--- src/rtl/sgti_pkg.sv ---
// Shared types and constants of the sphere grid triangle index generator.
// No dependencies; imported by the top level.
package sgti_pkg;

	// Vertex index and counter widths
	localparam int IDX_W     = 20;
	localparam int ROW_W     = 10;
	localparam int REG_W     = 11;
	localparam int CFG_IDX_W = 2;

	// Stream payload widths (whole bytes)
	localparam int IN_DATA_W  = 8;
	localparam int OUT_DATA_W = 64;

	// Configuration register indexes
	localparam logic [CFG_IDX_W-1:0] REG_SLICE_COUNT = CFG_IDX_W'(0);
	localparam logic [CFG_IDX_W-1:0] REG_STACK_COUNT = CFG_IDX_W'(1);

	// Region code carried on tuser
	typedef enum logic [1:0] {
		REGION_TOP = 2'd0,
		REGION_MID = 2'd1,
		REGION_BOT = 2'd2
	} region_t;

	// One triangle as it sits in the output registers
	typedef struct packed {
		logic              last_triangle;
		region_t           region;
		logic [IDX_W-1:0]  vertex_c;
		logic [IDX_W-1:0]  vertex_b;
		logic [IDX_W-1:0]  vertex_a;
	} tri_t;

endpackage

--- src/rtl/sphere_grid_triangle_index_generator.sv ---
// Triangle index stream of a latitude-longitude sphere grid: top fan, middle strips, bottom fan.
// Depends on sgti_pkg.
//
//  channel   dir  handshake                 payload
//  s_axis    in   s_axis_tvalid/tready      tdata[0] restart
//  m_axis    out  m_axis_tvalid/tready      tdata a,b,c; tuser region; tlast last triangle
//  cfg       in   cfg_valid/cfg_ready       cfg_index, cfg_data (0 slice_count, 1 stack_count)
//
// One triangle per input transfer; a new transfer is taken while older results wait, until
// both output entries are full. Each result is registered in the output or skid register.
// Reset loads 32 slices, 16 stacks and the first top-fan triangle; no clearing pass.
// A two-entry output stage (output register plus skid register) lets s_axis_tready depend on
// registered state only; input stalls only when both entries hold results.
// A configuration write to slice_count or stack_count restarts the sequence with the new counts.
module sphere_grid_triangle_index_generator #(
	parameter int MAX_SLICES = 1024,
	parameter int MAX_STACKS = 1024
) (
	input  logic                                clk,
	input  logic                                arst_n,
	// input stream
	input  logic                                s_axis_tvalid,
	output logic                                s_axis_tready,
	input  logic [sgti_pkg::IN_DATA_W-1:0]      s_axis_tdata,   // [0] restart, [7:1] zero
	// output stream
	output logic                                m_axis_tvalid,
	input  logic                                m_axis_tready,
	output logic [sgti_pkg::OUT_DATA_W-1:0]     m_axis_tdata,   // [19:0] a, [39:20] b, [59:40] c
	output logic [1:0]                          m_axis_tuser,   // [1:0] region
	output logic                                m_axis_tlast,   // last triangle of the sphere
	// configuration writes
	input  logic                                cfg_valid,
	output logic                                cfg_ready,
	input  logic [sgti_pkg::CFG_IDX_W-1:0]      cfg_index,
	input  logic [sgti_pkg::REG_W-1:0]          cfg_data
);
	import sgti_pkg::*;

	localparam int SW = $clog2(MAX_SLICES + 1);
	localparam int TW = $clog2(MAX_STACKS + 1);
	localparam int PW = SW + TW;
	localparam int S_RST = (32 > MAX_SLICES) ? MAX_SLICES : 32;
	localparam int T_RST = (16 > MAX_STACKS) ? MAX_STACKS : 16;
	localparam int POLE_RST = (1 + (T_RST - 1) * S_RST) % (1 << IDX_W);

	typedef enum logic [1:0] {
		PH_TOP = 2'd0,
		PH_MID = 2'd1,
		PH_BOT = 2'd2
	} phase_t;

	// Effective counts and derived pole index
	logic [SW-1:0]    s_eff_q;
	logic [TW-1:0]    t_eff_q;
	logic [IDX_W-1:0] pole_q;

	// Sequence state
	phase_t           phase_q;
	logic [ROW_W-1:0] row_q;
	logic [SW-1:0]    col_q;
	logic             pair_q;
	logic [IDX_W-1:0] upper_q;
	logic [IDX_W-1:0] lower_q;

	// Output stage
	tri_t             out_q;
	tri_t             skid_q;
	logic             out_valid_q;
	logic             skid_valid_q;

	logic             in_xfer;
	logic             out_xfer;
	logic             cfg_hit;

	// Config write datapath
	logic [31:0]      cfg_raw;
	logic [31:0]      sat_s;
	logic [31:0]      sat_t;
	logic [SW-1:0]    new_s;
	logic [TW-1:0]    new_t;
	logic [PW-1:0]    new_prod;
	logic [IDX_W-1:0] new_pole;

	// Step datapath
	logic             do_rst;
	phase_t           st_phase;
	logic [SW-1:0]    st_col;
	logic             st_pair;
	logic [ROW_W-1:0] st_row;
	logic [IDX_W-1:0] st_upper;
	logic [IDX_W-1:0] st_lower;
	logic [IDX_W-1:0] lower_init;
	logic [SW-1:0]    s_m1;
	logic [SW-1:0]    col;
	logic             col_last;
	logic [SW-1:0]    col_nxt;
	logic [IDX_W-1:0] col_i;
	logic [IDX_W-1:0] nxt_i;
	logic             row_last;

	phase_t           n_phase;
	logic [ROW_W-1:0] n_row;
	logic [SW-1:0]    n_col;
	logic             n_pair;
	logic [IDX_W-1:0] n_upper;
	logic [IDX_W-1:0] n_lower;
	tri_t             n_tri;

	assign in_xfer  = s_axis_tvalid && s_axis_tready;
	assign out_xfer = out_valid_q && m_axis_tready;
	assign cfg_hit  = cfg_valid && ((cfg_index == REG_SLICE_COUNT) ||
		(cfg_index == REG_STACK_COUNT));

	// Saturate the written count and form the bottom pole index
	always_comb begin
		cfg_raw = 32'(cfg_data);
		sat_s = cfg_raw;
		if (cfg_raw < 32'd3) sat_s = 32'd3;
		else if (cfg_raw > 32'(MAX_SLICES)) sat_s = 32'(MAX_SLICES);
		sat_t = cfg_raw;
		if (cfg_raw < 32'd2) sat_t = 32'd2;
		else if (cfg_raw > 32'(MAX_STACKS)) sat_t = 32'(MAX_STACKS);
		new_s = (cfg_valid && cfg_index == REG_SLICE_COUNT) ? SW'(sat_s) : s_eff_q;
		new_t = (cfg_valid && cfg_index == REG_STACK_COUNT) ? TW'(sat_t) : t_eff_q;
		new_prod = PW'(new_t - TW'(1)) * PW'(new_s);
		new_pole = IDX_W'(new_prod) + IDX_W'(1);
	end

	// One triangle and the next sequence state
	always_comb begin
		do_rst = s_axis_tdata[0] ||
			!((phase_q == PH_TOP) || (phase_q == PH_MID) || (phase_q == PH_BOT));
		lower_init = IDX_W'(s_eff_q) + IDX_W'(1);
		st_phase = do_rst ? PH_TOP : phase_q;
		st_col   = do_rst ? '0 : col_q;
		st_pair  = do_rst ? 1'b0 : pair_q;
		st_row   = do_rst ? '0 : row_q;
		st_upper = do_rst ? IDX_W'(1) : upper_q;
		st_lower = do_rst ? lower_init : lower_q;

		s_m1     = s_eff_q - SW'(1);
		col      = (st_col >= s_eff_q) ? s_m1 : st_col;
		col_last = (col == s_m1);
		col_nxt  = col_last ? '0 : col + SW'(1);
		col_i    = IDX_W'(col);
		nxt_i    = IDX_W'(col_nxt);
		row_last = (32'(st_row) + 32'd1) >= (32'(t_eff_q) - 32'd2);

		n_phase = st_phase;
		n_row   = st_row;
		n_col   = st_col;
		n_pair  = st_pair;
		n_upper = st_upper;
		n_lower = st_lower;
		n_tri   = '0;

		case (st_phase)
			PH_TOP: begin
				n_tri.region   = REGION_TOP;
				n_tri.vertex_a = '0;
				if (!col_last) begin
					n_tri.vertex_b = col_i + IDX_W'(1);
					n_tri.vertex_c = col_i + IDX_W'(2);
					n_col = col + SW'(1);
				end else begin
					n_tri.vertex_b = IDX_W'(s_eff_q);
					n_tri.vertex_c = IDX_W'(1);
					n_col = '0;
					n_phase = (32'(t_eff_q) > 32'd2) ? PH_MID : PH_BOT;
				end
			end
			PH_MID: begin
				n_tri.region   = REGION_MID;
				n_tri.vertex_a = st_lower + col_i;
				if (!st_pair) begin
					n_tri.vertex_b = st_lower + nxt_i;
					n_tri.vertex_c = st_upper + nxt_i;
					n_pair = 1'b1;
				end else begin
					n_tri.vertex_b = st_upper + nxt_i;
					n_tri.vertex_c = st_upper + col_i;
					n_pair = 1'b0;
					n_col = col_nxt;
					// ring closed: next row or bottom fan
					if (col_last) begin
						if (row_last) begin
							n_row = '0;
							n_phase = PH_BOT;
						end else begin
							n_row = st_row + ROW_W'(1);
							n_upper = st_lower;
							n_lower = st_lower + IDX_W'(s_eff_q);
						end
					end
				end
			end
			PH_BOT: begin
				n_tri.region   = REGION_BOT;
				n_tri.vertex_a = pole_q;
				if (!col_last) begin
					n_tri.vertex_b = pole_q - IDX_W'(1) - col_i;
					n_tri.vertex_c = pole_q - IDX_W'(2) - col_i;
					n_col = col + SW'(1);
				end else begin
					n_tri.vertex_b = pole_q - IDX_W'(s_eff_q);
					n_tri.vertex_c = pole_q - IDX_W'(1);
					n_tri.last_triangle = 1'b1;
					// wrap to the first top-fan triangle
					n_phase = PH_TOP;
					n_col   = '0;
					n_pair  = 1'b0;
					n_row   = '0;
					n_upper = IDX_W'(1);
					n_lower = lower_init;
				end
			end
			default: begin
				n_phase = PH_TOP;
			end
		endcase
	end

	// Configuration and sequence state
	always_ff @(posedge clk or negedge arst_n) begin
		if (!arst_n) begin
			s_eff_q <= SW'(S_RST);
			t_eff_q <= TW'(T_RST);
			pole_q  <= IDX_W'(POLE_RST);
			phase_q <= PH_TOP;
			row_q   <= '0;
			col_q   <= '0;
			pair_q  <= 1'b0;
			upper_q <= IDX_W'(1);
			lower_q <= IDX_W'(S_RST + 1);
		end else if (cfg_hit) begin
			s_eff_q <= new_s;
			t_eff_q <= new_t;
			pole_q  <= new_pole;
			phase_q <= PH_TOP;
			row_q   <= '0;
			col_q   <= '0;
			pair_q  <= 1'b0;
			upper_q <= IDX_W'(1);
			lower_q <= IDX_W'(new_s) + IDX_W'(1);
		end else if (in_xfer) begin
			phase_q <= n_phase;
			row_q   <= n_row;
			col_q   <= n_col;
			pair_q  <= n_pair;
			upper_q <= n_upper;
			lower_q <= n_lower;
		end
	end

	// Output register and skid register occupancy
	always_ff @(posedge clk or negedge arst_n) begin
		if (!arst_n) begin
			out_valid_q  <= 1'b0;
			skid_valid_q <= 1'b0;
		end else if (out_xfer || !out_valid_q) begin
			if (skid_valid_q) begin
				out_valid_q  <= 1'b1;
				skid_valid_q <= 1'b0;
			end else begin
				out_valid_q <= in_xfer;
			end
		end else if (in_xfer) begin
			skid_valid_q <= 1'b1;
		end
	end

	// Output payload
	always_ff @(posedge clk) begin
		if (out_xfer || !out_valid_q) begin
			if (skid_valid_q) out_q <= skid_q;
			else if (in_xfer) out_q <= n_tri;
		end else if (in_xfer) begin
			skid_q <= n_tri;
		end
	end

	assign s_axis_tready = !skid_valid_q;
	assign cfg_ready     = 1'b1;
	assign m_axis_tvalid = out_valid_q;
	assign m_axis_tdata  = {(OUT_DATA_W - 3 * IDX_W)'(0), out_q.vertex_c, out_q.vertex_b,
		out_q.vertex_a};
	assign m_axis_tuser  = out_q.region;
	assign m_axis_tlast  = out_q.last_triangle;

	// Skid entry is only used behind a full output register
	a_skid_behind_out: assert property (@(posedge clk) disable iff (!arst_n)
		skid_valid_q |-> out_valid_q)
		else $error("skid register holds data while output register is empty");

	// An accepted item with free output space shows up on the next cycle
	a_accept_to_out: assert property (@(posedge clk) disable iff (!arst_n)
		(in_xfer && !skid_valid_q && (!out_valid_q || out_xfer)) |=> m_axis_tvalid)
		else $error("accepted triangle did not reach the output register");

	// Column counter stays inside the ring
	a_col_range: assert property (@(posedge clk) disable iff (!arst_n)
		col_q < s_eff_q)
		else $error("column counter beyond slice count");

	// Final triangle belongs to the bottom fan
	a_last_bottom: assert property (@(posedge clk) disable iff (!arst_n)
		(m_axis_tvalid && m_axis_tlast) |-> (m_axis_tuser == REGION_BOT))
		else $error("last triangle outside the bottom fan");

	// Top-fan triangles are anchored at the top pole
	a_top_pole: assert property (@(posedge clk) disable iff (!arst_n)
		(m_axis_tvalid && m_axis_tuser == REGION_TOP) |-> (m_axis_tdata[IDX_W-1:0] == '0))
		else $error("top-fan triangle not anchored at vertex zero");

endmodule

--- config.mk ---
export PLATFORM = sky130hd
export DESIGN_NAME = sphere_grid_triangle_index_generator
export DESIGN_NICKNAME = d
export VERILOG_FILES = /design/src/rtl/sgti_pkg.sv /design/src/rtl/sphere_grid_triangle_index_generator.sv
export SDC_FILE = /design/constraint.sdc
export NUM_CORES = 1
export LEC_CHECK = 0
export ABC_AREA = 1
export BUFFER_PORTS_ARGS = -buffer_cell sky130_fd_sc_hd__buf_4
export CORE_MARGIN = 3
export CORE_UTILIZATION = 40
export CTS_CLUSTER_DIAMETER = 150
export DETAILED_ROUTE_END_ITERATION = 7
export PLACE_DENSITY_LB_ADDON = 0.15
export SETUP_SLACK_MARGIN = 0.3
export SYNTH_ARGS = -nofsm -noshare
export SYNTH_HDL_FRONTEND = slang
export SYNTH_SLANG_ARGS = --single-unit
--- constraint.sdc ---
create_clock -name clk -period 5.14 [get_ports clk]
set_input_delay 0.514 -clock clk [delete_from_list [all_inputs] [get_ports clk]]
set_output_delay 0.514 -clock clk [all_outputs]
set_load 0.02 [all_outputs]
==> out/qor.yml, run 1 <==
worst_setup_path:
  critPathArrivalTime_ns: 6.11
  crit_required_ns: 5.63
  critPathKind: "input port to register"
  max_stage_delay_ns: 0.57
  crit_fanout: 4
  critPathCaptureType: "register"
  crit_slowest_cell: "fa_2"
  start_kind: "input port"
  crit_top_cell: "nand2_2"
sta:
  finalClockSkew_ns: 0.0135
  rsz0062_at_grt: "true"
  fmax_mhz: 178
  drv_slew: 0
  final.setup.tns_ns: -6.58
  relSlewSlack_pct: 31.8
  period_minus_slack_ns: 5.62
  setup_viol: 41
  fin_crit_sh_pct: 109
  setup_ws_ns: -0.485
  worst_slew_pin_slew_ns: 1.02
  finalHoldViolations: 0
global_route:
  grt_max_degree: 72
  grt_pass1_vias: 27500
  gr-usage-all-layers_pct: 29.1
  grt_pass1_wl_um: 158000
  grt_overflow: 0
  antenna_found_initial: 0
yosys:
  ys_seq_area_share_pct: 24.7
  ys.flop_type: "edfxtp_1"
  syn_area_per_cell_um2: 6.94
  yosysMostFrequentCell: "nand2_1"
  yosysWarnings: 0
  synth_cell_types: 69
  syn_area_um2: 26300
  synth_common_cells: "nand2_1 (963), inv_1 (589), nor2_1 (305)"
  yosys-top-cells-area: "edfxtp_1 (14%), nand2_1 (14%), dfrtp_1 (9.3%)"
  synth-seq-cells: 234
  async_reset_ff_share_pct: 46.2
  synth_top_area_share_pct: 14.4
  yosysTopAreaCell: "edfxtp_1"
  synthesis.instances: 3791
  synth_edf_count: 126
routing:
  drtIter0Drc: 2472
  route.detailed.drc: 0
  routedWlPerCell_um: 19.7
  via_count: 28300
  first_pass_iters: 6
  routed_wl_um: 104000
  detail-route-antenna-nets: 0
  vias_per_cell: 5.35
final_layout:
  synthToLayoutAreaGrowth_pct: 42.3
  seq_area_um2: 6500
  drive_gt1_share_pct: 33.6
  multi_input_area_um2: 20300
  diodes: 0
  fillers: 5903
  fin_nets: 4740
floorplan:
  ioPinCount: 96
  dieHeight_um: 263
  start_util_pct: 40.6
  die_w_um: 263
  core_area_um2: 64800
  num_rows: 93
  dieArea_um2: 68900
placement:
  dpl_worst_slack_ns: -1.16
  place_congestion: 0.976
  hpwl_um: 78900
  portBuffers: 83
clock_network:
  cts_buffers: 29
  root_buffer: "clkbuf_16"
  clk_path_buf_depth: 3
  clk_latency_ns: 0.60
  cts_max_level: 1
  cts_tree: "yes"
  cts.sinks: 234
  cts.clk_slew.worst_paths_ns: 0.06
power:
  total_power_uw: 16100
  irDropWorstVdd_mv: 0.552
  leakagePower_uw: 0.0171
  p_per_area_nw_per_um2: 429
worst_hold_path:
  min_path_type: "input port to register"
status:
  status: "complete, but fails checks"
  violations: "negative setup slack"
job:
  maxCapViolations: 0
==> cell families after synthesis <==
| kind of cell | count (synthesis) | synth area share, % |
|---|---|---|
| AOI/OAI and AO/OA | 711 | 15.4 |
| xor gates and xnor gates | 134 | 4.49 |
| adders and majority gates | 294 | 17.1 |
| buffers and inverters | 760 | 11.6 |
| DFF | 234 | 24.7 |
| other | 2 | 0.0285 |
| and+or+nand+nor | 1656 | 26.7 |
==> through the flow <==
step	hold slack [ns]	util, %	area [µm²]	std cells
3_3_place_gp	0.463	48.8	31700	5081
6_report	0.191	57.8	37500	5298
2_1_floorplan	0.218	-	26900	3794
5_1_grt	0.186	57.8	37500	5298
3_5_place_dp	0.464	48.8	31700	5081
4_1_cts	0.162	54.8	35500	5240
==> final cells by class <==
cell class	instances	area share [%]
inverters	615	6.41
multi-input cells	2801	54.1
clock buffers	36	2.01
repair buffers	739	16.6
flip-flops and latches	234	17.4
well taps	855	2.86
clock inverters	18	0.655
==> routing by layer <==
| metal | global-route usage [%] | vias to the layer above | share of wire [%] |
|---|---|---|---|
| met5 | 0 | - | 0 |
| met4 | 10.0 | 0 | 4.7 |
| met3 | 3.91 | 269 | 7.2 |
| met2 | 49.8 | 1100 | 47 |
| met1 | 37.6 | 13400 | 41 |
| li1 | - | 13600 | - |
==> registers in the layout, summed over array words and instances (netlist names) <==
signal and count:
col_q 11, lower_q 20, m_axis_tdata 60, m_axis_tlast 1, m_axis_tuser 2, m_axis_tvalid 1, pair_q 1, phase_q 2
pole_q 20, row_q 10, s_eff_q 11, skid_q 63, skid_valid_q 1, t_eff_q 11, upper_q 20
==> report_power, final <==
| group | total (µW) | switching (µW) | internal [µW] |
|---|---|---|---|
| sequential | 2550 | 310 | 2240 |
| combinational | 11300 | 6170 | 5160 |
| clock | 2190 | 895 | 1300 |
| total | 16100 | 7370 | 8690 |
==> worst max-delay path, delay by kind of cell <==
family	cells	cell delay, ns
and+or+nand+nor	16	1.48
AOI/OAI and AO/OA	6	0.59
buffers and inverters	7	0.58
adders and majority gates	7	2.93
==> path summary, 6_finish.rpt <==
path | start | endpoint | slack [ns] | cells after the start
hold / removal | s_axis_tvalid | m_axis_tvalid | 0.19 | 3
max in group asynchronous | arst_n | skid_valid_q | 3.58 | 3
setup / recovery | cfg_data[6] | pole_q[19] | -0.48 | 36
setup reg to reg | t_eff_q[1] | pole_q[19] | -0.41 | 29
min in group asynchronous | arst_n | row_q[6] | 0.47 | 2
hold reg to reg | row_q[9] | row_q[9] | 0.48 | 2
==> what timing repair did <==
action	4_1_cts	5_1_grt
hold endpoints to repair	38	0
gates resized for setup	469	352
setup endpoints to repair	87	124
buffers inserted	100	58
pin swaps	228	267
hold buffers	1	0
gates cloned	4	0
==> cells in the final DEF (no fill, tap or decap), types with 11 or more instances in the layout <==
master     count
nor3_1        27
nand2_1      834
xor2_1        90
nand2_4       48
nand3_4       12
a21oi_4       27
nor2_2        38
inv_4         17
o211ai_1      46
o221ai_1      15
nand2_2       90
a31oi_1       14
nor2_4        47
buf_12        14
fa_1         101
a21oi_1      200
buf_4        608
o21ai_0      157
inv_1        505
a21oi_2       51
nand3_2       53
nand3_1      167
nor2_1       249
o21bai_1      11
ha_4          56
dfrtp_1       97
nand4_1       35
o21ai_2       35
xor2_2        14
clkbuf_16     29
o21ai_1       68
ha_1         123
inv_2         84
edfxtp_1     126
xnor2_1       20
buf_6        110
(Power assumes the default switching activity.)
==> inputs of run 2 (changes only) <==
==> constraint.sdc (replaced) <==
create_clock -name clk -period 5.14 [get_ports clk]
set_input_delay 1.028 -clock clk [delete_from_list [all_inputs] [get_ports clk]]
set_output_delay 1.028 -clock clk [all_outputs]
set_load 0.02 [all_outputs]
==> run 2 against run 1 <==
  * Sequential power about the same
  * Worst setup slack got worse by 0.50 ns
  * Design area increased by 0.37%
  * Sequential share of layout area decreased by 0.064 points
  * Worst hold slack improved by 0.28 ns
  * The flow still finishes with violations (negative setup slack)
  * Cell count increased by 1.5%
  * Register-to-register slack about the same
  * Total power decreased by 4.1%
  * Utilization increased by 0.21 points
  * Non-clock buffer count increased by 80
  * Via count increased by 1.0%
==> out/qor.yml, run 2 (synthesized netlist as in run 1, its figures left out) <==
job:
  maxCapViolations: 0  # unchanged
worst_setup_path:
  crit_required_ns: 5.63  # about the same
  r2r-start: "phase_q[0]"  # was t_eff_q[1]
  critPathCaptureType: "register"  # unchanged
  crit_buf_inv: 10  # was 7
  rrSetupSlack_ns: -0.41  # about the same
  r2r-end: "m_axis_tdata[56]"  # was pole_q[19]
  reg2reg_depth: 41  # was 29
  start_kind: "input port"  # unchanged
  critPathArrivalTime_ns: 6.61  # was 6.11 ns
  crit_fanout: 4  # unchanged
  critPathKind: "input port to register"  # unchanged
  max_stage_delay_ns: 0.54  # was 0.57 ns
  cpLargestDelayFamily: "adder cells"  # unchanged
  crit_slowest_cell: "fa_1"  # was fa_2
sta:
  worst_slew_pin_slew_ns: 1.15  # was 1.02 ns
  finalClockSkew_ns: 0.0301  # was 0.0135 ns
  fmax_mhz: 163  # was 178 MHz
  holdWs_ns: 0.472  # was 0.191 ns
  setup_viol: 55  # was 41
  period_minus_slack_ns: 6.13  # was 5.62 ns
  setup_ws_ns: -0.985  # was -0.485 ns
  rsz0062_at_grt: "true"  # unchanged
  drv_slew: 0  # unchanged
  relSlewSlack_pct: 22.4  # was 31.8%
  final.setup.tns_ns: -18.21  # was -6.58 ns
  fin_crit_sh_pct: 119  # was 109%
  finalHoldViolations: 0  # unchanged
routing:
  via_count: 28600  # was 28300
  first_pass_iters: 6  # unchanged
  drtIter0Drc: 2467  # was 2472
  detail-route-antenna-nets: 0  # unchanged
  vias_per_cell: 5.32  # was 5.35
  route.detailed.drc: 0  # unchanged
  routed_wl_um: 108000  # was 104000 µm
  routedWlPerCell_um: 20.1  # was 19.7 µm
status:
  status: "complete, but fails checks"  # unchanged
  violations: "negative setup slack"  # unchanged
clock_network:
  clk_latency_ns: 0.62  # was 0.60 ns
  cts_buffers: 29  # unchanged
  postCtsHoldBufs: 0  # was 1
  clk_path_buf_depth: 3  # unchanged
  cts.sinks: 234  # unchanged
  cts_tree: "yes"  # unchanged
  cts_max_level: 1  # unchanged
  root_buffer: "clkbuf_16"  # unchanged
  cts.clk_slew.worst_paths_ns: 0.07  # was 0.06 ns
power:
  irDropWorstVdd_mv: 0.593  # was 0.552 mV
  swShare_pct: 46.4  # was 45.9%
  power.switching_uw: 7140  # was 7370 µW
  leakagePower_uw: 0.0174  # was 0.0171 µW
  internal-power_uw: 8260  # was 8690 µW
  p_clk_share_pct: 13.8  # was 13.7%
  combPwrFrac_pct: 69.7  # was 70.5%
  pwr-share-seq_pct: 16.4  # was 15.9%
  total_power_uw: 15400  # was 16100 µW
  p_per_area_nw_per_um2: 410  # was 429 nW/µm²
floorplan:
  dieHeight_um: 263  # unchanged
  dieArea_um2: 68900  # unchanged
  ioPinCount: 96  # unchanged
  num_rows: 93  # unchanged
  core_area_um2: 64800  # unchanged
  die_w_um: 263  # unchanged
  start_util_pct: 40.6  # unchanged
final_layout:
  final_area_um2: 37600  # was 37500 µm²
  fillers: 6092  # was 5903
  largest_register_ffs: 63  # unchanged
  synthToLayoutAreaGrowth_pct: 42.8  # was 42.3%
  drive_gt1_share_pct: 33.5  # was 33.6%
  regMostFlops: "skid_q"  # unchanged
  layout_commonest_cell: "nand2_1"  # unchanged
  diodes: 0  # unchanged
  layout.cells.most_common_list: "nand2_1 (847), buf_4 (706), inv_1 (514)"  # was nand2_1 (834), buf_4 (608), inv_1 (505)
  fin_nets: 4820  # was 4740
worst_hold_path:
  min_path_type: "input port to asynchronous set/reset pin"  # was input port to register
placement:
  place_area_um2: 32700  # was 31700 µm²
  dpl_worst_slack_ns: -1.68  # was -1.16 ns
  place_congestion: 0.963  # was 0.976
  hpwl_um: 82400  # was 78900 µm
  portBuffers: 83  # unchanged
global_route:
  gr-usage-all-layers_pct: 30.0  # was 29.1%
  grt_overflow: 0  # unchanged
  grt_pass1_vias: 28300  # was 27500
  antenna_found_initial: 0  # unchanged
  grt_pass1_wl_um: 163000  # was 158000 µm
  grt_max_degree: 72  # unchanged
==> run 2: layout make-up <==
| cell class | count | area [µm²] | share of cell area (%) |
|---|---|---|---|
| Multi-Input combinational cell | 2801 | 19900 | 52.9 |
| Tap cell | 855 | 1070 | 2.85 |
| Clock buffer | 35 | 758 | 2.02 |
| Sequential cell | 234 | 6500 | 17.3 |
| Inverter | 615 | 2420 | 6.43 |
| Clock inverter | 18 | 201 | 0.536 |
| Timing Repair Buffer | 819 | 6760 | 18.0 |
==> run 2: worst max-delay path by stage <==
stage,startpoint,end,slack (ns),cells after the start
after global placement,cfg_data[10],pole_q[19],-1.64,38
after floorplan,cfg_valid,pole_q[19],-1.11,33
after global routing,cfg_data[4],pole_q[19],-1.29,38
final,cfg_data[4],pole_q[19],-0.99,39
after CTS,cfg_index[1],pole_q[14],-0.84,37
after detailed placement,cfg_data[10],pole_q[19],-1.68,38
==> run 2: power groups by stage <==
stage	Clock (µW)	Combinational [µW]	Sequential, µW
after floorplan	0	5500	2460
after global placement	0	8750	2540
after detailed placement	0	8780	2550
after CTS	2180	9520	2510
after global routing	2240	11800	2550
final	2130	10700	2530
==> run 2: through the flow <==
stage,utilization [%],std cells
after CTS,55.5,5331
after global routing,58.0,5377
after detailed placement,50.4,5186
after global placement,50.4,5186
final,58.0,5377
after floorplan,-,3794
==> run 2: repair_timing <==
action	CTS	global route
hold endpoints to repair	0	0
buffers inserted	90	45
resized for setup	356	319
cloned	2	1
pin swaps	207	252
endpoints found under the setup margin	98	160
==> run 2: metal layers <==
layer	vias to the layer above	track usage, %	share of wire, %	wire length [µm]
met1	13600	38.5	41	43800
met2	1091	51.5	48	51400
met3	251	3.39	6.6	7150
met4	0	12.6	5.1	5480
li1	13700	-	-	-
met5	-	0	0	0
